==> src/hdl/ggnh_pkg.sv <==
// Shared types and constants of the greedy geographic next-hop table.
`default_nettype none

package ggnh_pkg;

	// Width of every external payload field that carries an id or a coordinate.
	localparam int FIELD_W = 16;

	// Defaults of the top-level parameters.
	localparam int MAX_NEIGHBORS_DEF = 64;
	localparam int ID_BITS_DEF       = 16;
	localparam int COORD_BITS_DEF    = 16;

	// Item opcodes.
	localparam logic OPC_HELLO = 1'b0;
	localparam logic OPC_QUERY = 1'b1;

	// Configuration register indexes.
	localparam int  CFG_IDX_W  = 1;
	localparam logic [CFG_IDX_W-1:0] REG_SELF_X = 1'b0;
	localparam logic [CFG_IDX_W-1:0] REG_SELF_Y = 1'b1;

	// Sideband that travels with each candidate through the distance pipeline.
	typedef struct packed {
		logic vld;      // a candidate occupies this stage
		logic self_pt;  // the candidate is the own node, not a stored neighbor
		logic last;     // final candidate of the current item
	} dtag_t;

endpackage

`default_nettype wire

==> src/hdl/ggnh_mem.sv <==
// Neighbor table storage: one synchronous memory with a registered read port.
`default_nettype none

module ggnh_mem #(
	parameter int DEPTH = ggnh_pkg::MAX_NEIGHBORS_DEF,
	parameter int AW    = 6,
	parameter int WIDTH = 48
) (
	input  wire logic             clk,
	input  wire logic             we,
	input  wire logic [AW-1:0]    waddr,
	input  wire logic [WIDTH-1:0] wdata,
	input  wire logic             re,
	input  wire logic [AW-1:0]    raddr,
	output logic      [WIDTH-1:0] rdata
);

	logic [WIDTH-1:0] mem_q [DEPTH];
	logic [WIDTH-1:0] rdata_q;

	// Write port.
	always_ff @(posedge clk) begin
		if (we) begin
			mem_q[waddr] <= wdata;
		end
	end

	// Registered read port.
	always_ff @(posedge clk) begin
		if (re) begin
			rdata_q <= mem_q[raddr];
		end
	end

	assign rdata = rdata_q;

endmodule

`default_nettype wire

==> src/hdl/ggnh_dist.sv <==
// Four-stage pipeline that computes the exact squared distance of two points.
`default_nettype none

module ggnh_dist #(
	parameter int CW  = ggnh_pkg::COORD_BITS_DEF,
	parameter int IDW = ggnh_pkg::ID_BITS_DEF
) (
	input  wire logic                  clk,
	input  wire logic                  arst_n,
	input  wire ggnh_pkg::dtag_t       tag_in,
	input  wire logic signed [CW-1:0]  ax,
	input  wire logic signed [CW-1:0]  ay,
	input  wire logic signed [CW-1:0]  bx,
	input  wire logic signed [CW-1:0]  by,
	input  wire logic [IDW-1:0]        id_in,
	output ggnh_pkg::dtag_t            tag_out,
	output logic [2*CW:0]              dsq,
	output logic [IDW-1:0]             id_out
);

	ggnh_pkg::dtag_t tag_s1, tag_s2, tag_s3, tag_s4;
	logic [IDW-1:0]     id_s1, id_s2, id_s3, id_s4;
	logic signed [CW:0] dx_s1, dy_s1;
	logic [CW-1:0]      mx_s2, my_s2;
	logic [2*CW-1:0]    sx_s3, sy_s3;
	logic [2*CW:0]      sum_s4;
	logic [CW:0]        mx_full, my_full;

	// Sideband travels with the data; only its valid bit needs a reset.
	always_ff @(posedge clk or negedge arst_n) begin
		if (!arst_n) begin
			tag_s1 <= '0;
			tag_s2 <= '0;
			tag_s3 <= '0;
			tag_s4 <= '0;
		end else begin
			tag_s1 <= tag_in;
			tag_s2 <= tag_s1;
			tag_s3 <= tag_s2;
			tag_s4 <= tag_s3;
		end
	end

	// Magnitudes of the differences; they always fit in CW bits.
	assign mx_full = dx_s1[CW] ? (CW+1)'(-dx_s1) : (CW+1)'(dx_s1);
	assign my_full = dy_s1[CW] ? (CW+1)'(-dy_s1) : (CW+1)'(dy_s1);

	// Data path: difference, magnitude, square, sum.
	always_ff @(posedge clk) begin
		dx_s1  <= $signed({ax[CW-1], ax}) - $signed({bx[CW-1], bx});
		dy_s1  <= $signed({ay[CW-1], ay}) - $signed({by[CW-1], by});
		id_s1  <= id_in;
		mx_s2  <= mx_full[CW-1:0];
		my_s2  <= my_full[CW-1:0];
		id_s2  <= id_s1;
		sx_s3  <= mx_s2 * mx_s2;
		sy_s3  <= my_s2 * my_s2;
		id_s3  <= id_s2;
		sum_s4 <= {1'b0, sx_s3} + {1'b0, sy_s3};
		id_s4  <= id_s3;
	end

	assign tag_out = tag_s4;
	assign dsq     = sum_s4;
	assign id_out  = id_s4;

endmodule

`default_nettype wire

==> src/hdl/greedy_geo_next_hop_table.sv <==
// Top level of the greedy geographic next-hop table with its item sequencer.
//
// Usage: items enter on in_valid/in_ready. A hello item (opcode 0) updates the
// position of a known neighbor id or appends a new neighbor; added_new and
// table_full_drop report what happened. A query item (opcode 1) returns in
// next_hop_id the stored neighbor nearest the destination that is strictly
// nearer than the own node, with hop_found set; equal distances keep the
// earlier entry. Every item gives exactly one result on out_valid/out_ready.
// The own position is written on the cfg_wr_en/cfg_index/cfg_data port; the user
// must write it only while the block is idle, which the block does not enforce.
// Timing: one item is worked on at a time. The neighbor memory is scanned one
// entry per cycle through its single read port for a hello or a query; a hello
// with an empty table skips the scan. A query's result also waits for the
// own-node candidate, the read register and the four-stage distance pipeline.
// in_ready is high only while no item is in work, so a new item is taken only
// after the result of the last one has been loaded into the output register.
// Reset clears the entry count and own position; table contents need no clear.
// If the receiver stalls, the finished result waits in the output register
// and the block holds the next result until that register is free.
`default_nettype none

module greedy_geo_next_hop_table #(
	parameter int MAX_NEIGHBORS = ggnh_pkg::MAX_NEIGHBORS_DEF,
	parameter int ID_BITS       = ggnh_pkg::ID_BITS_DEF,
	parameter int COORD_BITS    = ggnh_pkg::COORD_BITS_DEF
) (
	input  wire logic                              clk,
	input  wire logic                              arst_n,
	input  wire logic                              cfg_wr_en,
	input  wire logic [ggnh_pkg::CFG_IDX_W-1:0]    cfg_index,
	input  wire logic [ggnh_pkg::FIELD_W-1:0]      cfg_data,
	input  wire logic                              in_valid,
	output logic                                   in_ready,
	input  wire logic                              opcode,
	input  wire logic [ggnh_pkg::FIELD_W-1:0]      node_id,
	input  wire logic signed [ggnh_pkg::FIELD_W-1:0] pos_x,
	input  wire logic signed [ggnh_pkg::FIELD_W-1:0] pos_y,
	output logic                                   out_valid,
	input  wire logic                              out_ready,
	output logic                                   hop_found,
	output logic [ggnh_pkg::FIELD_W-1:0]           next_hop_id,
	output logic                                   added_new,
	output logic                                   table_full_drop
);

	localparam int AW    = (MAX_NEIGHBORS > 1) ? $clog2(MAX_NEIGHBORS) : 1;
	localparam int CNT_W = $clog2(MAX_NEIGHBORS + 1);
	localparam int CW    = COORD_BITS;
	localparam int SUM_W = 2 * CW + 1;
	localparam int MW    = ID_BITS + 2 * CW;
	localparam logic [CNT_W-1:0] MAX_CNT = CNT_W'(MAX_NEIGHBORS);

	typedef enum logic [4:0] {
		S_IDLE   = 5'b00001,
		S_SELF   = 5'b00010,
		S_SCAN   = 5'b00100,
		S_DRAIN  = 5'b01000,
		S_FINISH = 5'b10000
	} state_t;

	state_t               state_q;
	logic                 op_q;
	logic [ID_BITS-1:0]   op_id_q;
	logic signed [CW-1:0] op_x_q, op_y_q;
	logic [ggnh_pkg::FIELD_W-1:0] self_x_q, self_y_q;
	logic [CNT_W-1:0]     cnt_q;
	logic [AW-1:0]        scan_q;
	logic [AW-1:0]        idx_s1;
	ggnh_pkg::dtag_t      tag_s1;
	ggnh_pkg::dtag_t      issue_tag;
	logic                 match_q;
	logic [AW-1:0]        match_idx_q;
	logic [SUM_W-1:0]     best_q;
	logic                 found_q;
	logic [ID_BITS-1:0]   hop_q;
	logic                 out_valid_q, hop_found_q, added_new_q, drop_q;
	logic [ggnh_pkg::FIELD_W-1:0] next_hop_q;

	logic                 accept;
	logic                 scan_last;
	logic                 out_free;
	logic [31:0]          in_id_z, in_x_z, in_y_z, self_x_z, self_y_z, hop_z;
	logic signed [CW-1:0] self_x_c, self_y_c;
	logic                 mem_we;
	logic [AW-1:0]        mem_waddr;
	logic [MW-1:0]        mem_wdata, mem_rdata;
	logic [ID_BITS-1:0]   rd_id;
	logic signed [CW-1:0] rd_x, rd_y;
	ggnh_pkg::dtag_t      dist_tag_in, dist_tag_out;
	logic [SUM_W-1:0]     cand_dsq;
	logic [ID_BITS-1:0]   dist_id;

	assign accept   = in_valid && in_ready;
	assign in_ready = (state_q == S_IDLE);
	assign out_free = !out_valid_q || out_ready;

	// Field conversion: fields are taken as 16-bit patterns, then cut or widened.
	assign in_id_z  = 32'(node_id);
	assign in_x_z   = 32'($unsigned(pos_x));
	assign in_y_z   = 32'($unsigned(pos_y));
	assign self_x_z = 32'(self_x_q);
	assign self_y_z = 32'(self_y_q);
	assign self_x_c = self_x_z[CW-1:0];
	assign self_y_c = self_y_z[CW-1:0];

	// Memory word layout: id, then x, then y.
	assign rd_id = mem_rdata[MW-1 -: ID_BITS];
	assign rd_x  = mem_rdata[2*CW-1 -: CW];
	assign rd_y  = mem_rdata[CW-1:0];

	assign scan_last = ((CNT_W'(scan_q) + CNT_W'(1)) == cnt_q);

	// Candidate issue: the own node first for a query, then one entry per cycle.
	always_comb begin
		issue_tag = '0;
		case (state_q)
			S_SELF: begin
				issue_tag.vld     = 1'b1;
				issue_tag.self_pt = 1'b1;
				issue_tag.last    = (cnt_q == '0);
			end
			S_SCAN: begin
				issue_tag.vld  = 1'b1;
				issue_tag.last = scan_last;
			end
			default: begin
				issue_tag = '0;
			end
		endcase
	end

	// Hello write-back happens as the result is loaded.
	always_comb begin
		mem_we    = 1'b0;
		mem_waddr = match_idx_q;
		mem_wdata = {op_id_q, op_x_q, op_y_q};
		if (state_q == S_FINISH && out_free && op_q == ggnh_pkg::OPC_HELLO) begin
			if (match_q) begin
				mem_we = 1'b1;
			end else if (cnt_q != MAX_CNT) begin
				mem_we    = 1'b1;
				mem_waddr = cnt_q[AW-1:0];
			end
		end
	end

	ggnh_mem #(
		.DEPTH(MAX_NEIGHBORS),
		.AW   (AW),
		.WIDTH(MW)
	) u_mem (
		.clk  (clk),
		.we   (mem_we),
		.waddr(mem_waddr),
		.wdata(mem_wdata),
		.re   (state_q == S_SCAN),
		.raddr(scan_q),
		.rdata(mem_rdata)
	);

	// Only query candidates enter the distance pipeline.
	always_comb begin
		dist_tag_in     = tag_s1;
		dist_tag_in.vld = tag_s1.vld && (op_q == ggnh_pkg::OPC_QUERY);
	end

	ggnh_dist #(
		.CW (CW),
		.IDW(ID_BITS)
	) u_dist (
		.clk    (clk),
		.arst_n (arst_n),
		.tag_in (dist_tag_in),
		.ax     (tag_s1.self_pt ? self_x_c : rd_x),
		.ay     (tag_s1.self_pt ? self_y_c : rd_y),
		.bx     (op_x_q),
		.by     (op_y_q),
		.id_in  (rd_id),
		.tag_out(dist_tag_out),
		.dsq    (cand_dsq),
		.id_out (dist_id)
	);

	// Configuration registers.
	always_ff @(posedge clk or negedge arst_n) begin
		if (!arst_n) begin
			self_x_q <= '0;
			self_y_q <= '0;
		end else if (cfg_wr_en) begin
			if (cfg_index == ggnh_pkg::REG_SELF_X) begin
				self_x_q <= cfg_data;
			end
			if (cfg_index == ggnh_pkg::REG_SELF_Y) begin
				self_y_q <= cfg_data;
			end
		end
	end

	// Item payload is captured on acceptance.
	always_ff @(posedge clk) begin
		if (accept) begin
			op_q    <= opcode;
			op_id_q <= in_id_z[ID_BITS-1:0];
			op_x_q  <= in_x_z[CW-1:0];
			op_y_q  <= in_y_z[CW-1:0];
		end
		idx_s1 <= scan_q;
	end

	// Sequencer, scan counter and entry count.
	always_ff @(posedge clk or negedge arst_n) begin
		if (!arst_n) begin
			state_q <= S_IDLE;
			scan_q  <= '0;
			cnt_q   <= '0;
			tag_s1  <= '0;
		end else begin
			tag_s1 <= issue_tag;
			case (state_q)
				S_IDLE: begin
					scan_q <= '0;
					if (accept) begin
						if (opcode == ggnh_pkg::OPC_QUERY) begin
							state_q <= S_SELF;
						end else if (cnt_q == '0) begin
							state_q <= S_FINISH;
						end else begin
							state_q <= S_SCAN;
						end
					end
				end
				S_SELF: begin
					state_q <= (cnt_q == '0) ? S_DRAIN : S_SCAN;
				end
				S_SCAN: begin
					scan_q <= scan_q + AW'(1);
					if (scan_last) begin
						state_q <= S_DRAIN;
					end
				end
				S_DRAIN: begin
					if (op_q == ggnh_pkg::OPC_HELLO) begin
						if (tag_s1.vld && tag_s1.last) begin
							state_q <= S_FINISH;
						end
					end else if (dist_tag_out.vld && dist_tag_out.last) begin
						state_q <= S_FINISH;
					end
				end
				S_FINISH: begin
					if (out_free) begin
						state_q <= S_IDLE;
						if (op_q == ggnh_pkg::OPC_HELLO && !match_q && cnt_q != MAX_CNT) begin
							cnt_q <= cnt_q + CNT_W'(1);
						end
					end
				end
				default: begin
					state_q <= S_IDLE;
				end
			endcase
		end
	end

	// Hello lookup: remember the first entry whose id matches.
	always_ff @(posedge clk or negedge arst_n) begin
		if (!arst_n) begin
			match_q <= 1'b0;
		end else if (accept) begin
			match_q <= 1'b0;
		end else if (tag_s1.vld && op_q == ggnh_pkg::OPC_HELLO && !match_q
				&& rd_id == op_id_q) begin
			match_q <= 1'b1;
		end
	end

	always_ff @(posedge clk) begin
		if (tag_s1.vld && !match_q && rd_id == op_id_q) begin
			match_idx_q <= idx_s1;
		end
	end

	// Query selection: the own distance seeds the bound, a strictly smaller one wins.
	always_ff @(posedge clk) begin
		if (dist_tag_out.vld) begin
			if (dist_tag_out.self_pt) begin
				best_q  <= cand_dsq;
				found_q <= 1'b0;
				hop_q   <= '0;
			end else if (cand_dsq < best_q) begin
				best_q  <= cand_dsq;
				found_q <= 1'b1;
				hop_q   <= dist_id;
			end
		end
	end

	always_comb begin
		hop_z = '0;
		hop_z[ID_BITS-1:0] = hop_q;
	end

	// Output register.
	always_ff @(posedge clk or negedge arst_n) begin
		if (!arst_n) begin
			out_valid_q <= 1'b0;
		end else if (state_q == S_FINISH && out_free) begin
			out_valid_q <= 1'b1;
		end else if (out_ready) begin
			out_valid_q <= 1'b0;
		end
	end

	always_ff @(posedge clk) begin
		if (state_q == S_FINISH && out_free) begin
			if (op_q == ggnh_pkg::OPC_QUERY) begin
				hop_found_q <= found_q;
				next_hop_q  <= found_q ? hop_z[ggnh_pkg::FIELD_W-1:0] : '0;
				added_new_q <= 1'b0;
				drop_q      <= 1'b0;
			end else begin
				hop_found_q <= 1'b0;
				next_hop_q  <= '0;
				added_new_q <= !match_q && (cnt_q != MAX_CNT);
				drop_q      <= !match_q && (cnt_q == MAX_CNT);
			end
		end
	end

	assign out_valid       = out_valid_q;
	assign hop_found       = hop_found_q;
	assign next_hop_id     = next_hop_q;
	assign added_new       = added_new_q;
	assign table_full_drop = drop_q;

endmodule

`default_nettype wire

==> config.mk <==
export PLATFORM = sky130hd
export DESIGN_NAME = greedy_geo_next_hop_table
export DESIGN_NICKNAME = d
export VERILOG_FILES = /design/src/hdl/ggnh_pkg.sv /design/src/hdl/ggnh_mem.sv /design/src/hdl/ggnh_dist.sv /design/src/hdl/greedy_geo_next_hop_table.sv
export SDC_FILE = /design/constraint.sdc
export NUM_CORES = 2
export LEC_CHECK = 0
export BUFFER_PORTS_ARGS = -buffer_cell sky130_fd_sc_hd__buf_2
export CAP_MARGIN = 20
export CORE_UTILIZATION = 40
export DETAILED_ROUTE_END_ITERATION = 8
export PLACE_DENSITY = 0.55
export SYNTH_ARGS = -nofsm -noshare
export SYNTH_HDL_FRONTEND = slang
export SYNTH_SLANG_ARGS = --single-unit
==> constraint.sdc <==
create_clock -name clk -period 19.4 [get_ports clk]
set_clock_uncertainty 0.1 [all_clocks]
set_input_delay 0.97 -clock clk [delete_from_list [all_inputs] [get_ports clk]]
set_output_delay 0.97 -clock clk [all_outputs]
set_load 0.02 [all_outputs]
; ---- Word-level counts from Yosys, hierarchy flattened
; Memory sizes are Yosys's and may differ from the RTL's. A register that Yosys moved wholly into a read port is not among the register bits.
; Index checks and enable logic that the tools add are counted.
[totals]
regBits = 424
ram_bits = 3072
in_bits = 71
output_inout_bits = 21
wordCells = 138
memories = 1
[classes]
add_sub_neg = 8
mul = 2
magnitude_cmp = 1
eq_ne = 14
n_mux = 34
bitwise = 2
n_reduce_logical = 30
[memory_table]
columns = memory, words, width, rd, rd_ports_with_merged_regs, write_ports, line
row1 = u_mem.mem_q, 64, 48, 1, 1, 1, ggnh_mem.sv:18  ; logic [WIDTH-1:0] mem_q [DEPTH];
[op_table]
columns = cell, count
row1 = $mux W16, 5
row2 = $mux W33, 2
row3 = $mul A16 B16 Y32, 2
row4 = $mux W5, 8
row5 = $sub A16 B16 Y17, 2
row6 = $add A32 B32 Y33, 1
row7 = $lt A33 B33 Y1, 1
row8 = $neg A16 Y16, 2
row9 = $pmux W5 S5, 1
row10 = $mux W6, 3
row11 = $eq A16 B16 Y1, 1
row12 = $logic_and A1 B1 Y1, 15
row13 = $mux W1, 12
row14 = $pmux W6 S2, 1
row15 = $reduce_and A2 Y1, 4
row16 = $reduce_bool A2 Y1, 4
row17 = $add A6 B1 Y7 const B, 1
row18 = $add A7 B1 Y7 const B, 1
row19 = $eq A7 B7 Y1, 1
row20 = $eq A7 B7 Y1 const B, 1
row21 = $logic_not A7 Y1, 1
row22 = $ne A7 B7 Y1 const B, 1
row23 = $add A6 B1 Y6 const B, 1
row24 = $ne A3 B3 Y1 const B, 2
row25 = other kinds (15), 18

; ---- Depth between registers and ports, before layout
[depth]
depth_word = 7
depth_mapped = 24
depth_no_buf = 23

; ---- By module
; From an unflattened synthesis, not the netlist that was laid out.
[unflattened]
hier_cells = 8045
hier_area_um2 = 148992.9
[modules_own_cells]
columns = module, n_inst, cells_each, area_each_um2, seq_area_each_um2
row1 = ggnh_mem, 1, 4970, 117597.8, 93689.9
row2 = ggnh_dist, 1, 2517, 23384.9, 4804.6
row3 = greedy_geo_next_hop_table, 1, 558, 8010.2, 5221.3

; ---- Least setup slack after synthesis
; Ideal clock, no wire load.
[synth_timing]
path_kind = reg2reg
startpoint = register u_dist.mx_s2[4]
endpoint = register u_dist.sx_s3[28]
setup_time_ns = 0.072
arrival_time_ns = 5.970
required_time_ns = 19.228
setup_slack_ns = 13.258
path_stages_with_launch = 22
n_path_buf = 2
period_less_slack_ns = 6.142
cell_sequence = dfxtp_1 -> clkbuf_1 -> clkbuf_1 -> nand2_1 -> fa_1 -> fa_1 -> inv_1 -> fa_1 -> fa_1 -> fa_1 -> inv_1 -> fa_1 -> inv_1 -> ha_1 -> or2_2 -> a221o_1 -> a21oi_1 -> a211oi_1 -> or2_2 -> a211o_1 -> a21oi_1 -> xnor2_1
[synth_via]
elab_chain_len = 1
[synth_rtl]
columns = element, line
row1 = "start, declared", ggnh_dist.sv:24  ; logic [CW-1:0] mx_s2, my_s2;
row2 = "start signal, assigned", ggnh_dist.sv:53  ; mx_s2 <= mx_full[CW-1:0];
row3 = $mul A16 B16 Y32, ggnh_dist.sv:56  ; sx_s3 <= mx_s2 * mx_s2;
row4 = "end signal, assigned", ggnh_dist.sv:56
row5 = "end, declared", ggnh_dist.sv:25  ; logic [2*CW-1:0] sx_s3, sy_s3;
; Every way passes these cells.
; A chain may end at the register's enable or synchronous reset.

; ---- Worst setup path after layout
[layout_timing]
startpoint = register u_dist.mx_s2[3]
endpoint = register u_dist.sx_s3[28]
; The elaborated chain is that of the path after synthesis.

==> results.ini <==
[sta]
drv_slew=0
final.setup.tns_ps=0
finalSetupViolations=0
tightestPinTransition_ps=1190
finalCritPeriodShare_pct=35.4
min_period_ps=6870
relSlewSlack_pct=20.7
rsz0062_at_grt=false
hold_viol=0
fmax_mhz=145

[global_route]
grt_pass1_wl_mm=611
grt_use_total_pct=23.3
grt_pass1_vias=78200
antenna_found_initial=35
grt-ovfl-total=0
grt_max_degree=108

[die]
die_area_sq_um=374000
rows=223
die_h_um=612
initial_core_util_pct=40.3
ioPinCount=92
fp.dieW_um=612
core_area_sq_um=369000

[placed_design]
gp_congestion=0.840
dpl.hpwl_mm=252
port_buffers=91

[run]
drv_cap=0

[logic_synthesis]
synth_cell_types=84
synthCells=7866
synth_top_area_cell=edfxtp_1
synth_nets=8566
netlist.area_leader.share_pct=65.5
synth_edf_count=3244
ys_ff_latch=3542
synth_area_leaders=edfxtp_1, mux4_2, fa_1
synthArstFlopShare_pct=1.89
yosys_warnings=0
syn_avg_cell_area_sq_um=18.9
yosys_most_used_dff=edfxtp_1
netlist_area_sq_um=149000
synth-seq-area-share_pct=69.7

[route]
wl_met2_mm=211
m1WireLength_mm=183
vias=76800
finalWirelength_mm=438
drcViolationCount=0
wl_met3_mm=32.1
wire_per_inst_um=32.4
vias_per_cell=5.69
top_layer_used=met5
detail-route-antenna-nets=0
drt-initial-drc-count=9052
firstDrtPassIters=6

[clock_network]
worstSkewPairLatency_ps=970
cts.sinks=3542
cts-buffers-inserted=383
cts_tree=built
ctsHtreeMaxLevel=5
cts_root_buf=clkbuf_16
cts_setup_buffers=0
clk_path_buf_depth=4
path_clk_slew_ps=60

[cells_and_area]
drive_gt1_share_pct=21.4
syn2layout_area_growth_pct=13.2
seqCellArea_sq_um=104000
nNetsFinal=8909
multi_input_area_sq_um=41800
nFillCells=31500

[worst_setup_path]
cp_max_fo=14
end_kind=flip-flop
start_kind=flip-flop
arrival_ps=7610
rrSetupSlack_ps=12530
path_class=flip-flop to flip-flop
required_ps=20140

[min_path]
hold_path.class=input pin to flip-flop

[run_status]
outcome=finished clean

## synth_stat cells, drive strengths merged (13+ instances only)
library cell	instances
a211oi	15
a21o	52
a21oi	187
and2	79
and3	33
buf	145
clkbuf	195
dfrtp	66
dfxtp	231
edfxtp	3244
fa	326
ha	303
inv	595
mux2	62
mux2i	245
mux4	794
nand2	270
nand2b	25
nand3	34
nand4	13
nor2	184
nor2b	34
nor3	33
o211ai	16
o21a	17
o21ai	130
o221ai	121
o22ai	98
or2	16
or3	14
xnor2	122
xor2	56
## worst max-delay path, cell delays in order (launching register included)
cell      delay, ps
dfxtp_1         700
inv_1           260
nor2_1          300
ha_1            310
xor2_1          190
fa_1            550
inv_1            60
fa_1            500
fa_1            510
fa_1            500
inv_1            60
fa_1            480
inv_1            50
ha_1            340
and3_1          250
a221o_1         360
a21oi_1         220
a211oi_1        120
or2_2           350
a211o_1         260
a21oi_1         190
xnor2_1         130
## per-layer routing
layer  up-vias  GRT usage (%)
met5         -              0
met4         6           5.88
met3       609           3.55
met2      3074           38.1
met1     41600           32.6
li1      31600              -
## cell families (layout without fill, tap and decap cells)
logic type	after synthesis	after routing	synth area share, %
other cells	0	9	0
compound gates	716	716	3.16
mux	1101	1101	14.2
buf+inv	936	1603	2.51
xor+xnor	179	179	1.06
fa+ha+maj	629	629	6.94
simple gates	763	763	2.44
flops	3542	3542	69.7
## layout by cell type, fill, tap and decap left out, types with 80 or more instances in the layout
master,instances
a21oi_1,186
buf_2,90
buf_4,199
clkbuf_16,389
clkinv_1,80
clkinv_2,84
dfxtp_1,231
edfxtp_1,3244
fa_1,326
ha_1,303
inv_1,593
mux2i_1,244
mux4_2,794
nand2_1,269
nor2_1,119
o21ai_0,127
o221ai_1,121
o22ai_1,98
xnor2_1,122
## worst paths after layout
check | startpoint | to | depth (start not counted)
worst max-delay path | u_dist.mx_s2[3]$_DFF_P_ | u_dist.sx_s3[28]$_DFF_P_ | 21
max in group asynchronous | arst_n | scan_q[2]$_DFFE_PN0P_ | 3
min in group asynchronous | arst_n | match_q$_DFFE_PN0P_ | 2
worst min-delay path | node_id[9] | op_id_q[9]$_DFFE_PP_ | 1
worst max register to register | u_dist.mx_s2[3]$_DFF_P_ | u_dist.sx_s3[28]$_DFF_P_ | 21
worst min register to register | u_dist.id_s2[8]$_DFF_P_ | u_dist.id_s3[8]$_DFF_P_ | 0
## registers in the layout, indices dropped and copies added (netlist names), 17 cells and up
name,count
u_dist.dy_s1,17
u_dist.dx_s1,17
best_q,33
u_dist.dsq,33
u_mem.mem_q,3072
u_mem.rdata,48
u_dist.sx_s3,31
u_dist.sy_s3,31
## layout make-up
type	count	share of cell area, %
antenna	9	0.0134
clock buffer	473	6.02
clock inverter	236	1.27
inverter	596	1.34
multi-input combinational	3388	24.8
sequential	3542	61.6
tap	4950	3.68
timing repair buffer	298	1.27
## per-stage QoR
step	utilization [%]	instance area [sq um]	hold WS, ps	std cells	setup slack [ps]
after floorplan	-	149000	210	7866	13260
after global placement	42.2	156000	212	12800	12650
after detailed placement	42.3	156000	212	12800	12620
after CTS	45.6	168000	1.81	13500	12530
after global routing	45.6	168000	39.7	13500	12240
final	45.6	168000	72.3	13500	12530
## timing repair
item | CTS | global route
hold buffers | 1 | 0
endpoints found under the hold margin | 21 | 0
resized for setup | 0 | 0
Power is left out: the tool's default activity adds up to more than one toggle a clock period on the data nets, which glitch-free logic cannot reach.
